File: src/rtl/gfes_pkg.sv
// ---------------------------------------------------------------------------
// gfes_pkg
// shared constants, command codes and the queue entry type of the group
// fade effect scheduler
// ---------------------------------------------------------------------------
package gfes_pkg;

	// group table
	localparam int NUM_GROUPS  = 16;
	localparam int IDX_W       = (NUM_GROUPS > 1) ? $clog2(NUM_GROUPS) : 1;
	localparam int MAX_RESULTS = 16;
	localparam int CNT_W       = $clog2(MAX_RESULTS + 1);

	// field widths
	localparam int FUNC_W = 2;
	localparam int GRP_W  = 4;
	localparam int KIND_W = 2;
	localparam int TIME_W = 32;
	localparam int PER_W  = 10;
	localparam int LVL_W  = 8;

	// arithmetic constants
	localparam int                FULL_LEVEL   = 255;
	localparam int                MS_PER_S     = 1000;
	localparam logic [PER_W-1:0]  RESET_PERIOD = 10'd16;

	// command queue
	localparam int QDEPTH = 4;
	localparam int QPTR_W = $clog2(QDEPTH);

	// func codes
	localparam logic [FUNC_W-1:0] FUNC_TICK  = 2'd0;
	localparam logic [FUNC_W-1:0] FUNC_APPLY = 2'd1;
	localparam logic [FUNC_W-1:0] FUNC_SET   = 2'd2;

	// effect kinds
	localparam logic [KIND_W-1:0] KIND_NONE   = 2'd0;
	localparam logic [KIND_W-1:0] KIND_UP     = 2'd1;
	localparam logic [KIND_W-1:0] KIND_DOWN   = 2'd2;
	localparam logic [KIND_W-1:0] KIND_STROBE = 2'd3;

	// classified request handed from front to back
	typedef struct packed {
		logic [FUNC_W-1:0] op;
		logic [GRP_W-1:0]  grp;
		logic [KIND_W-1:0] kind;
		logic [TIME_W-1:0] stamp;   // tick: now, apply: next-run time
		logic [PER_W-1:0]  period;
		logic [LVL_W-1:0]  level;
		logic              on;
	} cmd_t;

endpackage

File: src/rtl/group_fade_effect_scheduler_unit.sv
// ---------------------------------------------------------------------------
// group_fade_effect_scheduler_unit
// per-group lighting fade engine: apply, set level and tick requests
// ---------------------------------------------------------------------------
// flow: a tick passes the front register and the queue before the back pops it, then
//   the back scans one group per cycle while results can be taken, ending with a flush
//   step; the front takes a new request only once the last is pushed or dropped, and
//   a tick holds the back for its whole scan and flush
// reset: all group state zero, default period 16 ms, queue and output empty;
//   the group table resets in flip-flops, so there is no clearing pass
module group_fade_effect_scheduler_unit
	import gfes_pkg::*;
(
	input  logic              clk,
	input  logic              arst_n,
	// configuration: default step period
	input  logic              cfg_we,
	input  logic [PER_W-1:0]  cfg_wdata,
	// request channel
	input  logic              in_valid,
	output logic              in_ready,
	input  logic [FUNC_W-1:0] func,
	input  logic [GRP_W-1:0]  group_index,
	input  logic [KIND_W-1:0] effect_kind,
	input  logic [TIME_W-1:0] delay_ms,
	input  logic [PER_W-1:0]  rate_hz,
	input  logic [LVL_W-1:0]  level_value,
	input  logic              on_value,
	input  logic [TIME_W-1:0] now_ms,
	// result channel
	output logic              out_valid,
	input  logic              out_ready,
	output logic [GRP_W-1:0]  out_group,
	output logic [LVL_W-1:0]  out_level,
	output logic              out_on,
	output logic              last
);

	// default period register, read by the front when an apply has no rate
	logic [PER_W-1:0] default_period_q;

	// front to queue
	logic push;
	cmd_t push_cmd;
	logic q_full;

	// queue to back
	logic pop;
	cmd_t head;
	logic q_empty;

	always_ff @(posedge clk or negedge arst_n) begin
		if (!arst_n) begin
			default_period_q <= RESET_PERIOD;
		end else if (cfg_we) begin
			default_period_q <= cfg_wdata;
		end
	end

	// front: classify, drop no-ops, compute period and next-run time
	gfes_front u_front (
		.clk            (clk),
		.arst_n         (arst_n),
		.in_valid       (in_valid),
		.in_ready       (in_ready),
		.func           (func),
		.group_index    (group_index),
		.effect_kind    (effect_kind),
		.delay_ms       (delay_ms),
		.rate_hz        (rate_hz),
		.level_value    (level_value),
		.on_value       (on_value),
		.now_ms         (now_ms),
		.default_period (default_period_q),
		.push           (push),
		.push_cmd       (push_cmd),
		.q_full         (q_full)
	);

	// short queue decouples the front from a long tick scan
	gfes_queue u_queue (
		.clk      (clk),
		.arst_n   (arst_n),
		.push     (push),
		.push_cmd (push_cmd),
		.full     (q_full),
		.pop      (pop),
		.head     (head),
		.empty    (q_empty)
	);

	// back: group table, scan and result output
	gfes_back u_back (
		.clk       (clk),
		.arst_n    (arst_n),
		.head      (head),
		.empty     (q_empty),
		.pop       (pop),
		.out_valid (out_valid),
		.out_ready (out_ready),
		.out_group (out_group),
		.out_level (out_level),
		.out_on    (out_on),
		.last      (last)
	);

	// queue is never written when full
	a_no_push_full: assert property (@(posedge clk) disable iff (!arst_n)
		!(push && q_full))
		else $error("push into full queue");

	// queue is never read when empty
	a_no_pop_empty: assert property (@(posedge clk) disable iff (!arst_n)
		!(pop && q_empty))
		else $error("pop from empty queue");

	// an accepted tick always occupies the front for the next cycle
	a_tick_busy: assert property (@(posedge clk) disable iff (!arst_n)
		(in_valid && in_ready && func == FUNC_TICK) |=> !in_ready)
		else $error("front ready right after a tick request");

endmodule

File: src/rtl/gfes_front.sv
// ---------------------------------------------------------------------------
// gfes_front
// accepts requests, drops the ones that do nothing, works out the step
// period (bit-serial 1000 / rate) and the next-run time, pushes to the queue
// ---------------------------------------------------------------------------
module gfes_front
	import gfes_pkg::*;
(
	input  logic              clk,
	input  logic              arst_n,
	input  logic              in_valid,
	output logic              in_ready,
	input  logic [FUNC_W-1:0] func,
	input  logic [GRP_W-1:0]  group_index,
	input  logic [KIND_W-1:0] effect_kind,
	input  logic [TIME_W-1:0] delay_ms,
	input  logic [PER_W-1:0]  rate_hz,
	input  logic [LVL_W-1:0]  level_value,
	input  logic              on_value,
	input  logic [TIME_W-1:0] now_ms,
	input  logic [PER_W-1:0]  default_period,
	output logic              push,
	output cmd_t              push_cmd,
	input  logic              q_full
);

	localparam logic [1:0] F_IDLE = 2'd0;
	localparam logic [1:0] F_DIV  = 2'd1;
	localparam logic [1:0] F_PUSH = 2'd2;

	localparam int DCNT_W = $clog2(PER_W);

	logic [1:0]        state_q;
	cmd_t              cmd_q;
	logic [PER_W-1:0]  div_q;
	logic [PER_W-1:0]  rem_q;
	logic [PER_W-1:0]  dvd_q;
	logic [DCNT_W-1:0] cnt_q;

	logic             accept;
	logic             grp_ok;
	logic             drop;
	logic             need_div;
	logic             is_fade;
	logic [PER_W:0]   trial;
	logic             ge;

	assign in_ready = (state_q == F_IDLE);
	assign accept   = in_valid && in_ready;
	assign push     = (state_q == F_PUSH) && !q_full;
	assign push_cmd = cmd_q;

	always_comb begin
		grp_ok   = (32'(group_index) < NUM_GROUPS);
		drop     = !(func == FUNC_TICK || func == FUNC_APPLY || func == FUNC_SET) ||
		           ((func != FUNC_TICK) && !grp_ok);
		need_div = (func == FUNC_APPLY) && (effect_kind != KIND_NONE) && (rate_hz != '0);
		is_fade  = (effect_kind == KIND_UP) || (effect_kind == KIND_DOWN);
		trial    = {rem_q, dvd_q[PER_W-1]};
		ge       = (trial >= {1'b0, div_q});
	end

	always_ff @(posedge clk or negedge arst_n) begin
		if (!arst_n) begin
			state_q <= F_IDLE;
		end else begin
			case (state_q)
				F_IDLE: begin
					if (accept && !drop) begin
						state_q <= need_div ? F_DIV : F_PUSH;
					end
				end
				F_DIV: begin
					if (cnt_q == '0) begin
						state_q <= F_PUSH;
					end
				end
				F_PUSH: begin
					if (!q_full) begin
						state_q <= F_IDLE;
					end
				end
				default: state_q <= F_IDLE;
			endcase
		end
	end

	always_ff @(posedge clk) begin
		if (accept) begin
			cmd_q.op    <= func;
			cmd_q.grp   <= group_index;
			cmd_q.kind  <= effect_kind;
			cmd_q.level <= level_value;
			cmd_q.on    <= on_value;
			if (func == FUNC_APPLY) begin
				cmd_q.stamp <= is_fade ? (now_ms + delay_ms) : '0;
			end else begin
				cmd_q.stamp <= now_ms;
			end
			if (effect_kind == KIND_NONE || need_div) begin
				cmd_q.period <= '0;
			end else begin
				cmd_q.period <= default_period;
			end
			div_q <= rate_hz;
			rem_q <= '0;
			dvd_q <= PER_W'(MS_PER_S);
			cnt_q <= DCNT_W'(PER_W - 1);
		end else if (state_q == F_DIV) begin
			// restoring divide, one quotient bit per cycle
			rem_q        <= ge ? PER_W'(trial - {1'b0, div_q}) : trial[PER_W-1:0];
			dvd_q        <= {dvd_q[PER_W-2:0], 1'b0};
			cmd_q.period <= {cmd_q.period[PER_W-2:0], ge};
			cnt_q        <= cnt_q - 1'b1;
		end
	end

endmodule

File: src/rtl/gfes_queue.sv
// ---------------------------------------------------------------------------
// gfes_queue
// short command queue between front and back
// ---------------------------------------------------------------------------
module gfes_queue
	import gfes_pkg::*;
(
	input  logic clk,
	input  logic arst_n,
	input  logic push,
	input  cmd_t push_cmd,
	output logic full,
	input  logic pop,
	output cmd_t head,
	output logic empty
);

	cmd_t              mem_q [QDEPTH];
	logic [QPTR_W-1:0] wr_ptr_q;
	logic [QPTR_W-1:0] rd_ptr_q;
	logic [QPTR_W:0]   count_q;

	assign full  = (count_q == (QPTR_W+1)'(QDEPTH));
	assign empty = (count_q == '0);
	assign head  = mem_q[rd_ptr_q];

	always_ff @(posedge clk or negedge arst_n) begin
		if (!arst_n) begin
			wr_ptr_q <= '0;
			rd_ptr_q <= '0;
			count_q  <= '0;
		end else begin
			if (push) begin
				wr_ptr_q <= wr_ptr_q + 1'b1;
			end
			if (pop) begin
				rd_ptr_q <= rd_ptr_q + 1'b1;
			end
			if (push && !pop) begin
				count_q <= count_q + 1'b1;
			end else if (pop && !push) begin
				count_q <= count_q - 1'b1;
			end
		end
	end

	always_ff @(posedge clk) begin
		if (push) begin
			mem_q[wr_ptr_q] <= push_cmd;
		end
	end

endmodule

File: src/rtl/gfes_back.sv
// ---------------------------------------------------------------------------
// gfes_back
// holds the group table, carries out apply and set level, and scans the
// groups one per cycle on a tick, stalling while the result path is full,
// with one result held back to mark the last
module gfes_back
	import gfes_pkg::*;
(
	input  logic             clk,
	input  logic             arst_n,
	input  cmd_t             head,
	input  logic             empty,
	output logic             pop,
	output logic             out_valid,
	input  logic             out_ready,
	output logic [GRP_W-1:0] out_group,
	output logic [LVL_W-1:0] out_level,
	output logic             out_on,
	output logic             last
);

	localparam logic [1:0] B_IDLE  = 2'd0;
	localparam logic [1:0] B_SCAN  = 2'd1;
	localparam logic [1:0] B_FLUSH = 2'd2;

	// group table
	logic [KIND_W-1:0] kind_q [NUM_GROUPS];
	logic [TIME_W-1:0] next_q [NUM_GROUPS];
	logic [PER_W-1:0]  per_q  [NUM_GROUPS];
	logic [LVL_W-1:0]  lvl_q  [NUM_GROUPS];
	logic              on_q   [NUM_GROUPS];

	logic [1:0]        state_q;
	logic [IDX_W-1:0]  idx_q;
	logic [CNT_W-1:0]  cnt_q;
	logic [TIME_W-1:0] now_q;

	// held-back result
	logic              pend_valid_q;
	logic [GRP_W-1:0]  pend_grp_q;
	logic [LVL_W-1:0]  pend_lvl_q;
	logic              pend_on_q;

	// output register
	logic              out_valid_q;
	logic [GRP_W-1:0]  out_grp_q;
	logic [LVL_W-1:0]  out_lvl_q;
	logic              out_on_q;
	logic              out_last_q;

	logic [KIND_W-1:0] cur_kind;
	logic [LVL_W-1:0]  cur_lvl;
	logic              due;
	logic              capped;
	logic              out_free;
	logic              room;
	logic              step;
	logic              out_load;
	logic [LVL_W-1:0]  new_lvl;
	logic              new_on;
	logic              done;
	logic              at_end;
	logic [IDX_W-1:0]  wr_idx;

	assign out_valid = out_valid_q;
	assign out_group = out_grp_q;
	assign out_level = out_lvl_q;
	assign out_on    = out_on_q;
	assign last      = out_last_q;

	assign pop = (state_q == B_IDLE) && !empty;

	always_comb begin
		cur_kind = kind_q[idx_q];
		cur_lvl  = lvl_q[idx_q];
		due      = ((cur_kind == KIND_UP) || (cur_kind == KIND_DOWN)) &&
		           (now_q >= next_q[idx_q]);
		capped   = (cnt_q == CNT_W'(MAX_RESULTS));
		out_free = !out_valid_q || out_ready;
		room     = !pend_valid_q || out_free;
		step     = (state_q == B_SCAN) && due && !capped && room;
		out_load = (step && pend_valid_q) ||
		           ((state_q == B_FLUSH) && pend_valid_q && out_free);
		at_end   = (idx_q == IDX_W'(NUM_GROUPS - 1));
		wr_idx   = IDX_W'(head.grp);
		if (cur_kind == KIND_UP) begin
			new_lvl = (cur_lvl != LVL_W'(FULL_LEVEL)) ? cur_lvl + 1'b1 : cur_lvl;
			new_on  = 1'b1;
			done    = (new_lvl == LVL_W'(FULL_LEVEL));
		end else begin
			new_lvl = (cur_lvl != '0) ? cur_lvl - 1'b1 : cur_lvl;
			new_on  = (new_lvl != '0);
			done    = (new_lvl == '0);
		end
	end

	// group table updates
	always_ff @(posedge clk or negedge arst_n) begin
		if (!arst_n) begin
			for (int g = 0; g < NUM_GROUPS; g++) begin
				kind_q[g] <= KIND_NONE;
				next_q[g] <= '0;
				per_q[g]  <= '0;
				lvl_q[g]  <= '0;
				on_q[g]   <= 1'b0;
			end
		end else if (pop) begin
			case (head.op)
				FUNC_APPLY: begin
					kind_q[wr_idx] <= head.kind;
					next_q[wr_idx] <= head.stamp;
					per_q[wr_idx]  <= head.period;
				end
				FUNC_SET: begin
					lvl_q[wr_idx] <= head.level;
					on_q[wr_idx]  <= head.on;
				end
				default: ;
			endcase
		end else if (step) begin
			lvl_q[idx_q] <= new_lvl;
			on_q[idx_q]  <= new_on;
			if (done) begin
				kind_q[idx_q] <= KIND_NONE;
				next_q[idx_q] <= '0;
				per_q[idx_q]  <= '0;
			end else begin
				next_q[idx_q] <= now_q + TIME_W'(per_q[idx_q]);
			end
		end
	end

	// scan control
	always_ff @(posedge clk or negedge arst_n) begin
		if (!arst_n) begin
			state_q      <= B_IDLE;
			idx_q        <= '0;
			cnt_q        <= '0;
			pend_valid_q <= 1'b0;
			out_valid_q  <= 1'b0;
		end else begin
			if (out_load) begin
				out_valid_q <= 1'b1;
			end else if (out_ready) begin
				out_valid_q <= 1'b0;
			end
			case (state_q)
				B_IDLE: begin
					if (pop && head.op == FUNC_TICK) begin
						state_q <= B_SCAN;
						idx_q   <= '0;
						cnt_q   <= '0;
					end
				end
				B_SCAN: begin
					if (due && capped) begin
						state_q <= B_FLUSH;
					end else if (!due || room) begin
						if (step) begin
							cnt_q        <= cnt_q + 1'b1;
							pend_valid_q <= 1'b1;
						end
						if (at_end) begin
							state_q <= B_FLUSH;
						end else begin
							idx_q <= idx_q + 1'b1;
						end
					end
				end
				B_FLUSH: begin
					if (!pend_valid_q) begin
						state_q <= B_IDLE;
					end else if (out_free) begin
						pend_valid_q <= 1'b0;
						state_q      <= B_IDLE;
					end
				end
				default: state_q <= B_IDLE;
			endcase
		end
	end

	// result payload
	always_ff @(posedge clk) begin
		if (pop && head.op == FUNC_TICK) begin
			now_q <= head.stamp;
		end
		if (step) begin
			pend_grp_q <= GRP_W'(idx_q);
			pend_lvl_q <= new_lvl;
			pend_on_q  <= new_on;
			if (pend_valid_q) begin
				out_grp_q  <= pend_grp_q;
				out_lvl_q  <= pend_lvl_q;
				out_on_q   <= pend_on_q;
				out_last_q <= 1'b0;
			end
		end else if (state_q == B_FLUSH && pend_valid_q && out_free) begin
			out_grp_q  <= pend_grp_q;
			out_lvl_q  <= pend_lvl_q;
			out_on_q   <= pend_on_q;
			out_last_q <= 1'b1;
		end
	end

endmodule

File: config.mk
export PLATFORM = sky130hd
export DESIGN_NAME = group_fade_effect_scheduler_unit
export DESIGN_NICKNAME = d
export VERILOG_FILES = /design/src/rtl/gfes_pkg.sv /design/src/rtl/group_fade_effect_scheduler_unit.sv /design/src/rtl/gfes_front.sv /design/src/rtl/gfes_queue.sv /design/src/rtl/gfes_back.sv
export SDC_FILE = /design/constraint.sdc
export NUM_CORES = 2
export LEC_CHECK = 0
export BUFFER_PORTS_ARGS = -buffer_cell sky130_fd_sc_hd__buf_2
export CELL_PAD_IN_SITES_DETAIL_PLACEMENT = 2
export CELL_PAD_IN_SITES_GLOBAL_PLACEMENT = 2
export CORE_ASPECT_RATIO = 1.1
export CORE_MARGIN = 8
export CORE_UTILIZATION = 40
export DETAILED_ROUTE_END_ITERATION = 12
export GPL_TIMING_DRIVEN = 0
export PLACE_DENSITY_LB_ADDON = 0.2
export SLEW_MARGIN = 20
export SYNTH_ARGS = -nofsm -noshare
export SYNTH_HDL_FRONTEND = slang
export SYNTH_SLANG_ARGS = --single-unit
File: constraint.sdc
create_clock -name clk -period 6.3 [get_ports clk]
set_input_delay 1.26 -clock clk [delete_from_list [all_inputs] [get_ports clk]]
set_output_delay 1.26 -clock clk [all_outputs]
set_load 0.03 [all_outputs]
Word level (Yosys, flattened, before mapping)
Memories as Yosys holds them, arrays and structs flattened.
Cells that the tools add are included.
- reduce and logical (&&, ||, !) cells: 65
- equality and inequality tests: 31
- multiplexer cells: 105
- bitwise operators: 8
- order comparisons: 6
- add/sub/neg operators: 12
- operators by type and width (operator ; count):
    512-bit two-way mux ; 4
    512-bit bitwise mux ; 2
    160-bit two-way mux ; 4
    512-bit bitwise AND ; 1
    512-bit inverter ; 1
    128-bit two-way mux ; 3
    32-bit two-way mux ; 10
    128-bit bitwise mux ; 2
    32-bit demux with 4-bit select ; 2
    160-bit bitwise AND ; 1
    160-bit bitwise mux ; 1
    160-bit inverter ; 1
    32-bit binary-select mux with 4-bit select ; 1
    10-bit demux with 4-bit select ; 2
    10-bit two-way mux ; 8
    8-bit two-way mux ; 10
    8-bit demux with 4-bit select ; 2
    10-bit binary-select mux with 4-bit select ; 1
    32-bit by 10-bit adder with 32-bit output ; 1
    32-bit adder ; 1
    32-bit bitwise AND ; 1
    8-bit binary-select mux with 4-bit select ; 1
    32-bit bitwise mux ; 1
    32-bit greater-or-equal comparator ; 1
    50 further kinds ; 165
- output and inout port bits: 16
- register bits after elaboration: 1013
- memories: 1
- memory bits (writable): 236
- logic and storage cells: 321
- memories (name ; words ; bits a word ; read ports ; clocked after Yosys merged registers in ; wr ports ; RTL line ; RTL):
    u_queue.mem_q ; 4 ; 59 ; 1 ; 0 ; 1 ; gfes_queue.sv:18 ; cmd_t mem_q [QDEPTH];

Longest topological paths before layout
- word-level depth: 14
- gate-level depth with buffers: 24
- mapped depth without buffers: 15

Hierarchy
From an unflattened synthesis, not the netlist that was laid out.
- cell total of the unflattened synthesis: 6427
- area total of the unflattened synthesis: 67691.2 µm²
- modules (own cells, without submodules) (module ; instances ; cells each ; area each (µm²)):
    gfes_back ; 1 ; 5509 ; 52721.8
    gfes_queue ; 1 ; 343 ; 8974.9
    gfes_front ; 1 ; 554 ; 5581.6
    group_fade_effect_scheduler_unit ; 1 ; 21 ; 412.9

Worst setup path after synthesis
Ideal clock, no wire load.
- path type: register to register
- start point: reg u_back.idx_q[0]
- end point: reg u_back.next_q[154] in the netlist's numbering
- path buffers: 6
- arrival time: 6.405 ns
- stages on the path, launching flop included: 22
- setup slack: -0.232 ns
- cells stage by stage: dfrtp_1 -> buf_6 -> buf_6 -> buf_4 -> buf_1 -> buf_1 -> mux4_2 -> mux4_2 -> ha_1 -> fa_1 -> a21o_1 -> a21oi_1 -> o21bai_1 -> a2111o_1 -> a31o_2 -> a21oi_1 -> nor3_1 -> nand3_1 -> xor2_1 -> clkbuf_1 -> o311ai_1 -> mux2_1
- word-level cells in the longest chain between the ends: 12
- elaborated cells between the ends (all ways): 44
- classes of those cells: add/sub (3); order compare (3); eq/ne (4); mux (21); bitwise (3); reduce/logical (10)
- RTL lines (item ; RTL line ; RTL):
    start: declaration ; gfes_back.sv:34 ; logic [IDX_W-1:0] idx_q;
    start signal: assignment ; gfes_back.sv:166 ; idx_q <= idx_q + 1'b1;
    4-bit inverter with 5-bit output (implied by the code) * ; n/a ;
    parallel branches: the longest is 11 deep, another holds 8-bit by 1-bit adder with 8-bit output ; n/a ;
    end signal: indexed assignment ; gfes_back.sv:111 ; next_q[wr_idx] <= head.stamp;
    end signal: indexed assignment ; gfes_back.sv:128 ; next_q[idx_q] <= now_q + TIME_W'(per_q[idx_q]);
    end: declaration ; gfes_back.sv:28 ; logic [TIME_W-1:0] next_q [NUM_GROUPS];
Mark *: on every way between the ends. The select of a mux whose other input is x is not followed.
A chain may end at the register's enable or synchronous reset.

Worst setup path in the final report
- start point: reg u_back.idx_q[2]
- end point: reg u_back.next_q[406] in the netlist's numbering
The elaborated chain is that of the path after synthesis.

==> flow_summary.yaml <==
timing:
  setup_viol: 95
  grt_setup_unrepaired: "true"
  timing.final.crit_share: 1.01
  finalMaxSlewViolations: 0
  slew-limit-headroom: 0.116
  max_freq_mhz: 156
  tightest_slew_ns: 1.33
  min_period_ns: 6.39
  skew_ns: 0.0601
  hold_viol: 0
  postLayoutSetupSlackWorst_ns: -0.0916
logic_synthesis:
  yosys-top-cells-count: "dfrtp_1, nand2_1, clkbuf_1, edfxtp_1, nand3_1"
  synth-seq-cells: 1244
  synth_edf_count: 359
  yosys.area_share.simple: 0.115
  yosysWarningCount: 0
  synth.top_cell.area_share: 0.321
  synthMuxAreaShare: 0.157
  netlist_area_sq_um: 67300
  synth_ff_type: "dfrtp_1"
  synth_area_leaders: "dfrtp_1, edfxtp_1, mux4_2"
  post-synth-top-count-cell: "dfrtp_1"
  synth_top_family_by_area: "compound AO/OA/AOI/OAI gates"
  syn-num-nets: 5998
  netlist_instances: 5788
  synth-xor-area-share: 0.0104
  syn_avg_cell_area_sq_um: 11.6
  synthAdderAreaFrac: 0.0198
  synth_area_leader_cell: "dfrtp_1"
  synth_compound_area_frac: 0.165
  async_reset_ff_frac: 0.695
  yosysSeqAreaShare: 0.488
  synthDistinctLibCells: 95
worst_setup_path:
  critPathCapture: "u_back.next_q[406]"
  required_ns: 7.00
  cp-start-kind: "register"
  cpPeakStageDelay_ns: 0.66
  slowest_stage: "buf_2"
  cp-end-kind: "register"
  cp_common_cell: "buf_2"
  worstSetupPathType: "reg -> reg"
  critical-path-top-delay-family: "buffers and inverters"
  crit_fanout: 10
  path_depth: 19
  r2r_end: "u_back.next_q[406]"
  ff2ff_setup_slack_ns: -0.09
  path_cells: "buf_2 -> clkbuf_2 -> buf_2 -> mux4_2 -> ha_1 -> fa_1 -> a21o_1 -> a21oi_2 -> o21bai_1 -> a2111o_1 -> a31o_4 -> a21oi_4 -> buf_12 -> nor2_1 -> nand3_2 -> xor2_4 -> buf_8 -> o311ai_1 -> mux2_1"
  r2r_cells: 19
  path_buf_inv: 5
  crit_start: "u_back.idx_q[2]"
  timing.rr.start: "u_back.idx_q[2]"
  cp.arrival_ns: 7.09
clocking:
  path_clk_slew_ns: 0.07
  clk-insertion-delay-late_ns: 0.86
  post_cts_hold_buffer_count: 0
  cts_root_buffer: "clkbuf_16"
  clock-sinks: 1244
  numCtsBuffers: 148
  cts_tree: "built"
  htreeDepth: 4
  cts_buffer_depth: 3
global_route:
  grt_max_degree: 115
  grtUsageTotal: 0.393
  grt_pass1_vias: 65131
  grt_overflow_total: 0
  grt_pass1_wl_mm: 512
  antenna_found_initial: 32
placed_design:
  dp_hpwl_mm: 271
  gp_congestion: 1.03
  buffer_ports.inserted: 119
power:
  peakVddDrop_uv: 357
  leakage_nw: 31.4
  p_per_area_nw_per_um2: 618
  power_mw: 48.6
drt:
  drt_iter0_drc: 7109
  route.detailed.drc: 0
  wl_mm: 370
  drt-wirelength-per-cell_um: 43.4
  ant_nets: 0
  first_pass_iters: 5
  vias: 60442
  vias_per_cell: 7.10
min_path:
  hold_depth: 0
  min-delay-path-class: "reg -> reg"
run_status:
  status: "finished, violations left"
  violations: "setup timing"
finish:
  postLayoutCoreUtil: 0.468
  area_delta_synth_final_pct: 16.7
  drive_gt1_frac: 0.220
  nNetsFinal: 6348
floorplanning:
  core_area_sq_um: 168000
  die_y_um: 446
  dieWidth_um: 407
  io_pins: 122
  rows: 158
  die-area_sq_um: 182000
  initial_utilization: 0.401
job:
  cap_viol_max_count: 0
flip-flops by register name, summed over array words and instances, names as in the netlist, 5 cells and up:
| register | flops |
|---|---|
| u_back.per_q | 160 |
| u_front.dvd_q | 7 |
| u_back.next_q | 512 |
| u_front.div_q | 10 |
| u_back.now_q | 32 |
| u_front.rem_q | 10 |
| u_back.lvl_q | 128 |
| u_back.kind_q | 32 |
| u_back.cnt_q | 5 |
| u_back.pend_lvl_q | 8 |
| u_front.push_cmd | 58 |
| u_back.out_level | 8 |
| u_queue.mem_q | 232 |
| default_period_q | 10 |
where the power goes:
| part | switching [mW] | internal, mW | total [mW] | leakage [nW] |
|---|---|---|---|---|
| logic | 18.8 | 7.79 | 26.6 | 13.8 |
| clock network | 3.97 | 5.10 | 9.06 | 2.45 |
| registers | 1.92 | 11.0 | 12.9 | 15.1 |
how the worst min path moves through the flow:
stage                                      to            startpoint  slack [ns]
after CTS                 u_back.out_level[5]  u_back.pend_lvl_q[5]        0.42
after global placement          u_back.out_on      u_back.pend_on_q        0.40
after detailed placement  u_back.out_level[5]  u_back.pend_lvl_q[5]        0.41
after global routing      u_back.out_group[1]  u_back.pend_grp_q[1]        0.43
after floorplan           u_back.out_group[0]  u_back.pend_grp_q[0]        0.40
final                     u_back.out_level[5]  u_back.pend_lvl_q[5]        0.42
logic make-up after synthesis:
family	Yosys count
AO/OA/AOI/OAI	1407
XOR/XNOR	80
adder cells (fa/ha/maj)	104
buffers and inverters	687
flip-flops	1244
multiplexers	650
AND/OR/NAND/NOR	1616
worst reg2reg max path, cell delays in order, from the launching register on:
cell and delay, ns:
dfrtp_1 0.61, buf_2 0.44, clkbuf_2 0.49, buf_2 0.67, mux4_2 0.46, ha_1 0.24, fa_1 0.45, a21o_1 0.20
a21oi_2 0.16, o21bai_1 0.11, a2111o_1 0.47, a31o_4 0.30, a21oi_4 0.19, buf_12 0.15, nor2_1 0.13, nand3_2 0.21
xor2_4 0.32, buf_8 0.23, o311ai_1 0.11, mux2_1 0.32
area by class of cell:
cell class / instances / area, sq um
Tap cell: 2240 / 2800
Buffer: 598 / 3480
Antenna cell: 14 / 35.0
Fill cell: 16673 / 89300
Clock inverter: 62 / 779
Inverter: 88 / 337
Timing Repair Buffer: 200 / 1940
Multi-Input combinational cell: 3858 / 32100
Sequential cell: 1244 / 32800
Clock buffer: 212 / 4220
cell usage in the layout (no fill, tap or decap), types with 36 or more instances in the layout:
cell type and count:
a31oi_1 52, inv_1 82, buf_6 54, o22ai_1 91, edfxtp_1 359, buf_2 212
nand3_1 356, a21o_1 36, clkbuf_8 37, ha_1 98, nand2_1 553, dfrtp_1 861
clkbuf_2 83, mux2_2 189, nand4_1 282, o21ai_0 96, a22o_1 345, mux4_2 293
o2bb2ai_1 134, clkbuf_16 152, a22oi_1 101, nor3_1 60, buf_4 78, a41oi_1 57
mux2_1 140, a21oi_1 71, o21ai_2 37, nor2_1 196, clkbuf_1 275, o311ai_1 165
per-stage QoR:
step                      TNS (ns)  std cells  worst slack (ns)  instance area [sq um]  hold WS, ns
after floorplan                  0       5788           0.00543                  67300        0.400
after global placement           -       8147            -16.71                  70700        0.402
after detailed placement  -3060.25       8196             -4.90                  72000        0.406
after CTS                        0       8492          0.000700                  78200        0.415
after global routing         -3.42       8502           -0.0999                  78500        0.425
final                        -3.02       8516           -0.0916                  78600        0.417
repair_timing:
action | CTS | global route
pin swaps | 16 | 8
gates cloned | 1 | 2
resized for setup | 273 | 72
buffers inserted | 22 | 8
endpoints found under the hold margin | 0 | 0
endpoints found under the setup margin | 881 | 566
metal layers:
metal,track usage,vias to the layer above,share of wire
met5,0,-,0.00052
met4,0.283,22,0.086
met3,0.129,1241,0.11
met2,0.600,3793,0.44
met1,0.467,32021,0.37
li1,-,23365,-
No activity file was read; power rests on OpenSTA's default activity.
